## config.mk

```make
export PLATFORM = sky130hd
export DESIGN_NAME = mep_ctrl
export DESIGN_NICKNAME = d
export VERILOG_FILES = /design/src/rtl/mep_pkg.sv /design/src/rtl/mep_ctrl.sv
export SDC_FILE = /design/constraint.sdc
export NUM_CORES = 1
export LEC_CHECK = 0
export ABC_AREA = 1
export BUFFER_PORTS_ARGS = -buffer_cell sky130_fd_sc_hd__buf_4
export CAP_MARGIN = 5
export CORE_AREA = 2 2 39 41
export CTS_BUF_LIST = sky130_fd_sc_hd__clkbuf_8
export DETAILED_ROUTE_END_ITERATION = 12
export DIE_AREA = 0 0 41 43
export PLACE_DENSITY = 0.36
export REMOVE_ABC_BUFFERS = 1
export SKIP_LAST_GASP = 1
export SYNTH_ARGS = -nofsm -noshare
export SYNTH_HDL_FRONTEND = slang
export SYNTH_SLANG_ARGS = --single-unit
```

## constraint.sdc

```tcl
create_clock -name i_clk -period 0.9 [get_ports i_clk]
set_input_delay 0.045 -clock i_clk [delete_from_list [all_inputs] [get_ports i_clk]]
set_output_delay 0.045 -clock i_clk [all_outputs]
set_load 0.01 [all_outputs]
```

## src/rtl/mep_pkg.sv

```systemverilog
// ----------------------------------------------------------------------------
// mep_pkg
// Shared widths, codes, controller types and color tables for the Mandelbrot
// escape-time pixel color unit.
// ----------------------------------------------------------------------------
package mep_pkg;

    // Iteration limit and fixed-point format.
    localparam int MAX_ITER  = 180;
    localparam int FRAC_BITS = 40;

    localparam int WORD_W    = 48;                 // signed Q8.40 word
    localparam int HALF_W    = WORD_W / 2;         // partial-product operand width
    localparam int PROD_W    = 2 * WORD_W;         // full unsigned product
    localparam int STEP_W    = 43;                 // pixel step register
    localparam int PIX_W     = 12;                 // pixel column and row
    localparam int MAP_W     = PIX_W + STEP_W;     // pixel times step
    localparam int CAP_LOG2  = 60;                 // product magnitude cap
    localparam int MAG_W     = CAP_LOG2 + 1;       // capped magnitude
    localparam int SUM_W     = 64;                 // wide signed update sums
    localparam int COLOR_W   = 8;
    localparam int COUNT_W   = 8;                  // iter_count field
    localparam int N_W       = $clog2(MAX_ITER + 1);
    localparam int LUT_D     = 1 << N_W;

    localparam logic [MAG_W-1:0] MAG_CAP   = MAG_W'(1) << CAP_LOG2;
    localparam logic [MAG_W:0]   ESC_LIMIT = (MAG_W + 1)'(1) << (FRAC_BITS + 2);

    // Configuration port.
    localparam int CFG_IDX_W  = 2;
    localparam int CFG_DATA_W = WORD_W;

    localparam logic [CFG_IDX_W-1:0] CFG_PIXEL_STEP  = 2'd0;
    localparam logic [CFG_IDX_W-1:0] CFG_ORIGIN_REAL = 2'd1;
    localparam logic [CFG_IDX_W-1:0] CFG_ORIGIN_IMAG = 2'd2;

    localparam logic [STEP_W-1:0] STEP_RESET        = 43'd5497558139;
    localparam logic [WORD_W-1:0] ORIGIN_REAL_RESET = -48'sd2748779069440;
    localparam logic [WORD_W-1:0] ORIGIN_IMAG_RESET = -48'sd1649267441664;

    // Controller states.
    typedef enum logic [2:0] {
        S_IDLE,
        S_MAP_MUL,
        S_MAP_SUM,
        S_MAP_ADD,
        S_IT_MUL,
        S_IT_SUM,
        S_IT_EVAL,
        S_COLOR
    } t_state;

    // Controller to datapath commands.
    typedef struct packed {
        logic load_pix;
        logic sel_map;
        logic load_c;
        logic eval;
        logic load_out;
    } t_dp_cmd;

    // Datapath to controller status.
    typedef struct packed {
        logic stop;
        logic out_free;
    } t_dp_stat;

    // Bernstein color tables, indexed by the iteration count.
    typedef enum logic [1:0] {
        CH_RED,
        CH_GREEN,
        CH_BLUE
    } t_chan;

    typedef logic [COLOR_W-1:0] t_lut [LUT_D];

    localparam longint unsigned M4 = longint'(MAX_ITER) * longint'(MAX_ITER) *
                                     longint'(MAX_ITER) * longint'(MAX_ITER);
    localparam longint unsigned M4X2      = 2 * M4;
    localparam longint unsigned RED_COEF  = 9 * 255;
    localparam longint unsigned GRN_COEF  = 15 * 255;
    localparam longint unsigned BLU_COEF  = 17 * 255;
    localparam longint unsigned COLOR_MAX = (1 << COLOR_W) - 1;

    function automatic t_lut f_color_lut(input t_chan ch);
        t_lut            lut;
        longint unsigned nn;
        longint unsigned k;
        longint unsigned q;
        for (int i = 0; i < LUT_D; i++) begin
            lut[i] = '0;
            if (i <= MAX_ITER) begin
                nn = longint'(i);
                k  = longint'(MAX_ITER - i);
                case (ch)
                    CH_RED:   q = (RED_COEF * k * nn * nn * nn) / M4;
                    CH_GREEN: q = (GRN_COEF * k * k * nn * nn) / M4;
                    CH_BLUE:  q = (BLU_COEF * k * k * k * nn) / M4X2;
                    default:  q = 0;
                endcase
                lut[i] = (q > COLOR_MAX) ? COLOR_W'(COLOR_MAX) : COLOR_W'(q);
            end
        end
        return lut;
    endfunction

    localparam t_lut RED_LUT   = f_color_lut(CH_RED);
    localparam t_lut GREEN_LUT = f_color_lut(CH_GREEN);
    localparam t_lut BLUE_LUT  = f_color_lut(CH_BLUE);

endpackage

```

## src/rtl/mep_ctrl.sv

```systemverilog
// ----------------------------------------------------------------------------
// mep_ctrl
// Sequencer for pixel mapping, the escape-time loop and result hand-off.
// ----------------------------------------------------------------------------
module mep_ctrl (
    input  logic               i_clk,
    input  logic               i_rst_n,
    input  logic               i_pix_valid,
    output logic               o_pix_ready,
    output mep_pkg::t_dp_cmd   o_cmd,
    input  mep_pkg::t_dp_stat  i_stat
);

    mep_pkg::t_state r_state;
    mep_pkg::t_state n_state;

    always_ff @(posedge i_clk) begin
        if (!i_rst_n) begin
            r_state <= mep_pkg::S_IDLE;
        end else begin
            r_state <= n_state;
        end
    end

    always_comb begin
        n_state     = r_state;
        o_pix_ready = 1'b0;
        o_cmd       = '0;
        unique case (r_state)
            mep_pkg::S_IDLE: begin
                o_pix_ready = 1'b1;
                if (i_pix_valid) begin
                    o_cmd.load_pix = 1'b1;
                    n_state        = mep_pkg::S_MAP_MUL;
                end
            end
            mep_pkg::S_MAP_MUL: begin
                o_cmd.sel_map = 1'b1;
                n_state       = mep_pkg::S_MAP_SUM;
            end
            mep_pkg::S_MAP_SUM: begin
                n_state = mep_pkg::S_MAP_ADD;
            end
            mep_pkg::S_MAP_ADD: begin
                o_cmd.load_c = 1'b1;
                n_state      = mep_pkg::S_IT_MUL;
            end
            mep_pkg::S_IT_MUL: begin
                n_state = mep_pkg::S_IT_SUM;
            end
            mep_pkg::S_IT_SUM: begin
                n_state = mep_pkg::S_IT_EVAL;
            end
            mep_pkg::S_IT_EVAL: begin
                o_cmd.eval = 1'b1;
                n_state    = i_stat.stop ? mep_pkg::S_COLOR : mep_pkg::S_IT_MUL;
            end
            mep_pkg::S_COLOR: begin
                // Wait here while the previous result still sits unclaimed.
                if (i_stat.out_free) begin
                    o_cmd.load_out = 1'b1;
                    n_state        = mep_pkg::S_IDLE;
                end
            end
            default: begin
                n_state = mep_pkg::S_IDLE;
            end
        endcase
    end

endmodule

```

==> Word-level counts from Yosys, hierarchy flattened <==
Index checks and enable logic that the tools add are counted.
{ "totals": {"ff_bits": 3, "inputBits": 5, "out_inout_bits": 6} }
{ "op_classes": {"n_eq_ne": 9, "n_mux": 12, "n_reduce_logical": 2} }
{ "op_table": {"columns": ["operator", "n"], "rows": [
  ["case mux 3 bit (8 select lines)", 1],
  ["== test 3 bit, second input constant", 4],
  ["two-way mux 1 bit", 8],
  ["== test 3 x 2 -> 1 bit, second input constant", 2],
  ["two-way mux 3 bit", 2],
  ["!= test 2 bit, second input constant", 2],
  ["== test 3 x 1 -> 1 bit, second input constant", 1],
  ["zero test 3 bit", 1],
  ["two-way mux 2 bit", 1],
  ["AND reduction 2 bit", 1]
]} }

==> Longest topological paths before layout <==
Gate-level depths: netlist of run 1.
{ "logic_depth": {"word_depth": 3, "ltp_mapped": 5} }

==> Worst setup path before layout of run 1 <==
Ideal clock, no wire load.
{ "synth_timing": {"path_type": "reg-to-reg", "startpoint": "reg r_state[1]", "endpoint": "reg r_state[2]", "t_arrival_ns": 0.768, "t_required_ns": 0.770, "slack_ns": 0.002, "path_stages_with_launch": 4, "period_less_slack_ns": 0.898, "cell_sequence": "dfxtp_1 nand3_1 nor2_1 a211oi_1"} }
{ "synth_between": {"elab_chain_len": 3} }
{ "synth_rtl": {"columns": ["element", "line", "text"], "rows": [
  ["start, declared", "mep_ctrl.sv:14", "mep_pkg::t_state r_state;"],
  ["start signal, assigned", "mep_ctrl.sv:19", "r_state <= mep_pkg::S_IDLE;"],
  ["start signal, assigned", "mep_ctrl.sv:21", "r_state <= n_state;"],
  ["== test 3 bit or zero test 3 bit (tied branches)", "mep_ctrl.sv:29", "unique case (r_state)"],
  ["!= test 2 bit (no line)", null, null],
  ["AND reduction 2 bit (no line)", null, null]
]} }
Several ways; a longest one is shown, not always the timed one.
A chain may end at the register's enable or synchronous reset.

==> results of run 1 <==
## cell type report
cell class	count	area, um^2	share of cell area (%)
clock inverter	1	3.75	0.794
sequential	3	71.3	15.1
tap	16	20.0	4.23
timing repair buffer	18	146	31.0
inverter	7	33.8	7.14
multi-input combinational	24	156	33.1
clock buffer	3	41.3	8.73
## cells in the final DEF (no fill, tap or decap), types with 2 or more instances in the layout
cell | netlist | final
inv_1 | 7 | 6
clkbuf_8 | 0 | 3
buf_6 | 0 | 3
nor2_4 | 0 | 2
nand2_1 | 5 | 2
nor2_2 | 0 | 4
nand3_2 | 0 | 2
nor2_1 | 10 | 4
nand3_1 | 4 | 2
buf_4 | 0 | 15
dfxtp_4 | 0 | 3
nand2_2 | 0 | 3
## layer usage
metal | vias to the layer above | global-route usage [%] | part of all wire (%)
met5 | - | 0 | 0
met4 | 0 | 8.00 | 1.5
met3 | 2 | 4.71 | 9.0
met2 | 8 | 11.9 | 51
met1 | 124 | 11.2 | 38
li1 | 152 | - | -
## synthesized netlist by cell type, drive strengths merged
library cell | instances | area share (%)
a211oi | 1 | 3.9
dfxtp | 3 | 31
nand2 | 5 | 9.8
nand4 | 1 | 3.3
nor2 | 10 | 20
inv | 7 | 14
o21ai | 2 | 5.2
nand3 | 4 | 10
nor3 | 1 | 2.6
## worst reg2reg max path, delay by kind of cell (launching register included)
| kind | cells | cell delay, ps |
|---|---|---|
| flops | 1 | 390 |
| simple gates | 4 | 270 |
| buf+inv | 3 | 260 |
## path summary, 6_finish.rpt
kind | startpoint | endpoint | slack (ps) | cells after the start
worst max-delay path | r_state[1] | o_cmd[3] | -140 | 5
worst min-delay path | i_rst_n | r_state[0] | 60 | 3
worst max register to register | r_state[1] | r_state[1] | -130 | 7
worst min register to register | r_state[0] | r_state[2] | 550 | 2
## stage by stage
stage	std cells	instance area, um^2	TNS, ps
after floorplan	34	191	0
after global placement	65	324	-215
after detailed placement	65	324	-78.7
after CTS	72	419	-740
after global routing	72	473	-1230
final	72	473	-775
## cells by family after synthesis
logic type      after synthesis
flops                         3
compound gates                3
simple gates                 21
buf+inv                       7
## timing repair
| item | 4_1_cts | 5_1_grt |
|---|---|---|
| buffers inserted | 3 | 0 |
| pin swaps | 2 | 4 |
| gates resized for setup | 13 | 16 |
| setup endpoints to repair | 9 | 9 |
## power by group
group / switching [uW] / internal, uW / leakage [uW]
Sequential: 41.8 / 154 / 0.0000267
Combinational: 131 / 169 / 0.000178
Clock: 81.9 / 290 / 0.0000269
Total: 255 / 613 / 0.000231
==> results.ini, run 1 <==
[clock_tree]
cts_max_path_buffers=2
cts_sinks=3
clk_pin_slew_ps=30
numCtsBuffers=3
htree_levels=1
worstSkewPairLatency_ps=210
ctsRootBufferMaster=clkbuf_8
hold_buffers=0
cts_tree=yes

[layout]
fin_nets=62
drive_gt1_share_pct=69.6
syn_to_final_growth_pct=147
final.fill_count=154
top_register=r_state
largest_reg_flops=3
utilization_pct=34.2
diodes=0
reg_top3=r_state: 3 flops

[timing]
rsz0062_at_grt=yes
min_period_over_period_pct=115
relSlewSlack_pct=88.4
hold_ws_ps=62.5
max_freq_mhz=964
worst_pin_slew_ps=173
slew_viol_final=0
layout_setup_ws_ps=-138
finClkSkew_ps=0.386
hold_violations=0
setup_viol=8
period_needed_ps=1040

[drt]
vias_per_cell=3.97
routed_wire_length_per_instance_um=9.13
drt_pre_antenna_iters=1
drc_errors=0
vias=286
postRouteAntennaNets=0
routed_wl_um=657
drtIter0Drc=0

[placed_design]
port_buffers=10
place.gp.congestion=0.628
post-place-ws_ps=-39.4
place_hpwl_um=465

[yosys]
synthAdderAreaFrac_pct=0
synth_seq_area_share_pct=31.4
ys_ff_latch=3
ys_types=9
synth-simple-area-share_pct=45.8
yosysWarnings=0
synth_top_family_by_area=simple AND/OR/NAND/NOR gates
synth_xor_area_share_pct=0
synth_compound_area_share_pct=9.15
synth_area_um2=191
muxShareOfSynthArea_pct=0
syn_inst=34
syn_area_per_cell_um2=5.63

[critical_path]
slowest_stage=dfxtp_4
arrival_ps=990
startpoint_type=flop
crit_path_end_kind=primary output
crit_fanout=5
path_delay_family=flip-flops
path_cells=inv_4, nand2_2, buf_6, nor2_4, buf_6
path_class=reg -> out
cp_slowest_stage_delay_ps=370
crit_buf_inv=3
path_common_cell=buf_6
worstPathRequired_ps=850

[floorplanning]
dieArea_um2=1760
coreArea_um2=1380
dieHeight_um=43
placementRows=14
io_pins=11
die_x_um=41
initial_core_util_pct=13.8

[global_route]
grt_overflow_total=0
grt_pass1_wl_um=1030
grt_pass1_vias=256
antenna_found_initial=0
grt_max_degree=7
track_usage_pct=9.42

[outcome]
status=finished with violations
violations=setup timing

[pwr]
p_per_area_nw_per_um2=1830
vdd_drop_max_v=0.000998
finalPower_uw=867
p_leak_uw=0.000231

[run]
maxCapViolations=0

[min_path]
min_path_type=in -> reg

Power figures use the tool's default switching activity.
==> inputs of run 2 (changes only) <==
--- a/config.mk
+++ b/config.mk
@@ -14,6 +14,7 @@
 export DIE_AREA = 0 0 41 43
 export PLACE_DENSITY = 0.36
 export REMOVE_ABC_BUFFERS = 1
+export SKIP_CTS_REPAIR_TIMING = 1
 export SKIP_LAST_GASP = 1
 export SYNTH_ARGS = -nofsm -noshare
 export SYNTH_HDL_FRONTEND = slang
==> results.ini, run 2 (synthesized netlist as in run 1, its figures left out) <==
[drt]
routed_wire_length_per_instance_um=8.47  ; was 9.13 um
drt_pre_antenna_iters=2  ; was 1
postRouteAntennaNets=0  ; unchanged
vias=273  ; was 286
routed_wl_um=593  ; was 657 um
vias_per_cell=3.90  ; was 3.97
drc_errors=0  ; unchanged
drtIter0Drc=5  ; was 0

[global_route]
track_usage_pct=8.62  ; was 9.42%
grt_pass1_wl_um=938  ; was 1030 um
grt_pass1_vias=238  ; was 256
grt_overflow_total=0  ; unchanged
grt_max_degree=7  ; unchanged
antenna_found_initial=0  ; unchanged

[critical_path]
r2r_start=r_state[1]  ; unchanged
path_class=reg -> out  ; unchanged
cp_slowest_stage_delay_ps=360  ; was 370 ps
slowest_stage=dfxtp_4  ; unchanged
path_delay_family=flip-flops  ; unchanged
path_cells=inv_4, nand2_2, buf_6, nor2_4, buf_6  ; unchanged
startpoint_type=flop  ; unchanged
r2r_end=r_state[0]  ; was r_state[1]
r2r.worst_path.cells=6  ; was 7
crit_fanout=5  ; unchanged
worstPathRequired_ps=850  ; about the same
arrival_ps=980  ; was 990 ps
crit_buf_inv=3  ; unchanged
crit_path_end_kind=primary output  ; unchanged
reg2reg_setup_slack_ps=-100  ; was -130 ps
path_common_cell=buf_6  ; unchanged

[clock_tree]
clk_pin_slew_ps=30  ; about the same
cts_tree=yes  ; unchanged
worstSkewPairLatency_ps=210  ; about the same
htree_levels=1  ; unchanged
ctsRootBufferMaster=clkbuf_8  ; unchanged
cts_sinks=3  ; unchanged
cts_max_path_buffers=2  ; unchanged
numCtsBuffers=3  ; unchanged

[layout]
final_common_cell=buf_4  ; unchanged
fin_nets=60  ; was 62
final_cell_area_um2=438  ; was 473 um^2
top_register=r_state  ; unchanged
final.fill_count=162  ; was 154
final_cell_mix=12 x buf_4, 5 x inv_1, 5 x nor2_1  ; was 15 x buf_4, 6 x inv_1, 4 x nor2_2, 4 x nor2_1
syn_to_final_growth_pct=129  ; was 147%
diodes=0  ; unchanged
reg_top3=r_state: 3 flops  ; unchanged
largest_reg_flops=3  ; unchanged
drive_gt1_share_pct=63.0  ; was 69.6%

[floorplanning]
dieHeight_um=43  ; unchanged
io_pins=11  ; unchanged
die_x_um=41  ; unchanged
initial_core_util_pct=13.8  ; unchanged
placementRows=14  ; unchanged
coreArea_um2=1380  ; unchanged
dieArea_um2=1760  ; unchanged

[timing]
slew_viol_final=0  ; unchanged
rsz0062_at_grt=yes  ; unchanged
setup_viol=8  ; unchanged
relSlewSlack_pct=88.1  ; was 88.4%
hold_ws_ps=76.4  ; was 62.5 ps
worst_pin_slew_ps=177  ; was 173 ps
hold_violations=0  ; unchanged
period_needed_ps=1020  ; was 1040 ps
min_period_over_period_pct=114  ; was 115%
fin_setup_tns_ps=-687  ; was -775 ps
layout_setup_ws_ps=-122  ; was -138 ps
finClkSkew_ps=0.0716  ; was 0.386 ps
max_freq_mhz=978  ; was 964 MHz

[pwr]
vdd_drop_max_v=0.000940  ; was 0.000998 V
p_leak_uw=0.000213  ; was 0.000231 uW
p_per_area_nw_per_um2=1910  ; was 1830 nW/um^2

[placed_design]
place.gp.congestion=0.628  ; unchanged
placed_cell_area_um2=324  ; unchanged
port_buffers=10  ; unchanged
place_hpwl_um=465  ; unchanged

[outcome]
status=finished with violations  ; unchanged
violations=setup timing  ; unchanged

[min_path]
min_from=i_rst_n  ; unchanged
worstHoldEndpoint=r_state[0]  ; unchanged
hold_path_depth=3  ; unchanged
min_path_type=in -> reg  ; unchanged

[run]
maxCapViolations=0  ; unchanged

-- run 2: cell count changes in the layout (fill, tap and decap cells not counted), sizes merged --
cell / delta
buf: -2
-- run 2: worst max path at each step --
stage,startpoint,to,slack (ps),depth (start not counted)
after global routing,r_state[1],o_cmd[1],-190,3
final,r_state[1],o_cmd[3],-120,5
after detailed placement,r_state[2],r_state[0],-40,5
after CTS,r_state[0],o_cmd[0],-230,3
after global placement,r_state[0],r_state[1],-70,5
after floorplan,r_state[1],r_state[2],2,3
-- run 2: where the power goes --
part	switching, uW	total [uW]	internal (uW)
clock network	82.1	372	290
registers	37.5	193	155
logic	118	271	154
total	237	836	599
-- run 2: area by class of cell --
type / instances / area (um^2) / area share, %
sequential: 3 / 68.8 / 15.7
inverter: 7 / 28.8 / 6.57
clock buffer: 3 / 41.3 / 9.43
multi-input combinational: 24 / 140 / 32.0
tap: 16 / 20.0 / 4.57
timing repair buffer: 16 / 135 / 30.9
clock inverter: 1 / 3.75 / 0.857
-- run 2: stage by stage --
stage	util, %	power (uW)	instances	setup slack, ps
5_1_grt	31.6	903	70	-187
2_1_floorplan	-	267	34	2.34
6_report	31.6	836	70	-122
4_1_cts	26.7	768	69	-231
3_5_place_dp	23.4	379	65	-39.4
3_3_place_gp	23.4	384	65	-70.6
-- run 2: worst min-delay path, stage by stage --
cell	delay (ps)
buf_4	80
nand2_1	40
nor2_1	80
-- run 2: routing by layer --
layer	GRT usage [%]	part of all wire, %	vias to the layer above
li1	-	-	148
met1	10.2	40	115
met2	10.3	48	8
met3	4.71	9.6	2
met4	8.00	1.7	0
met5	0	0	-
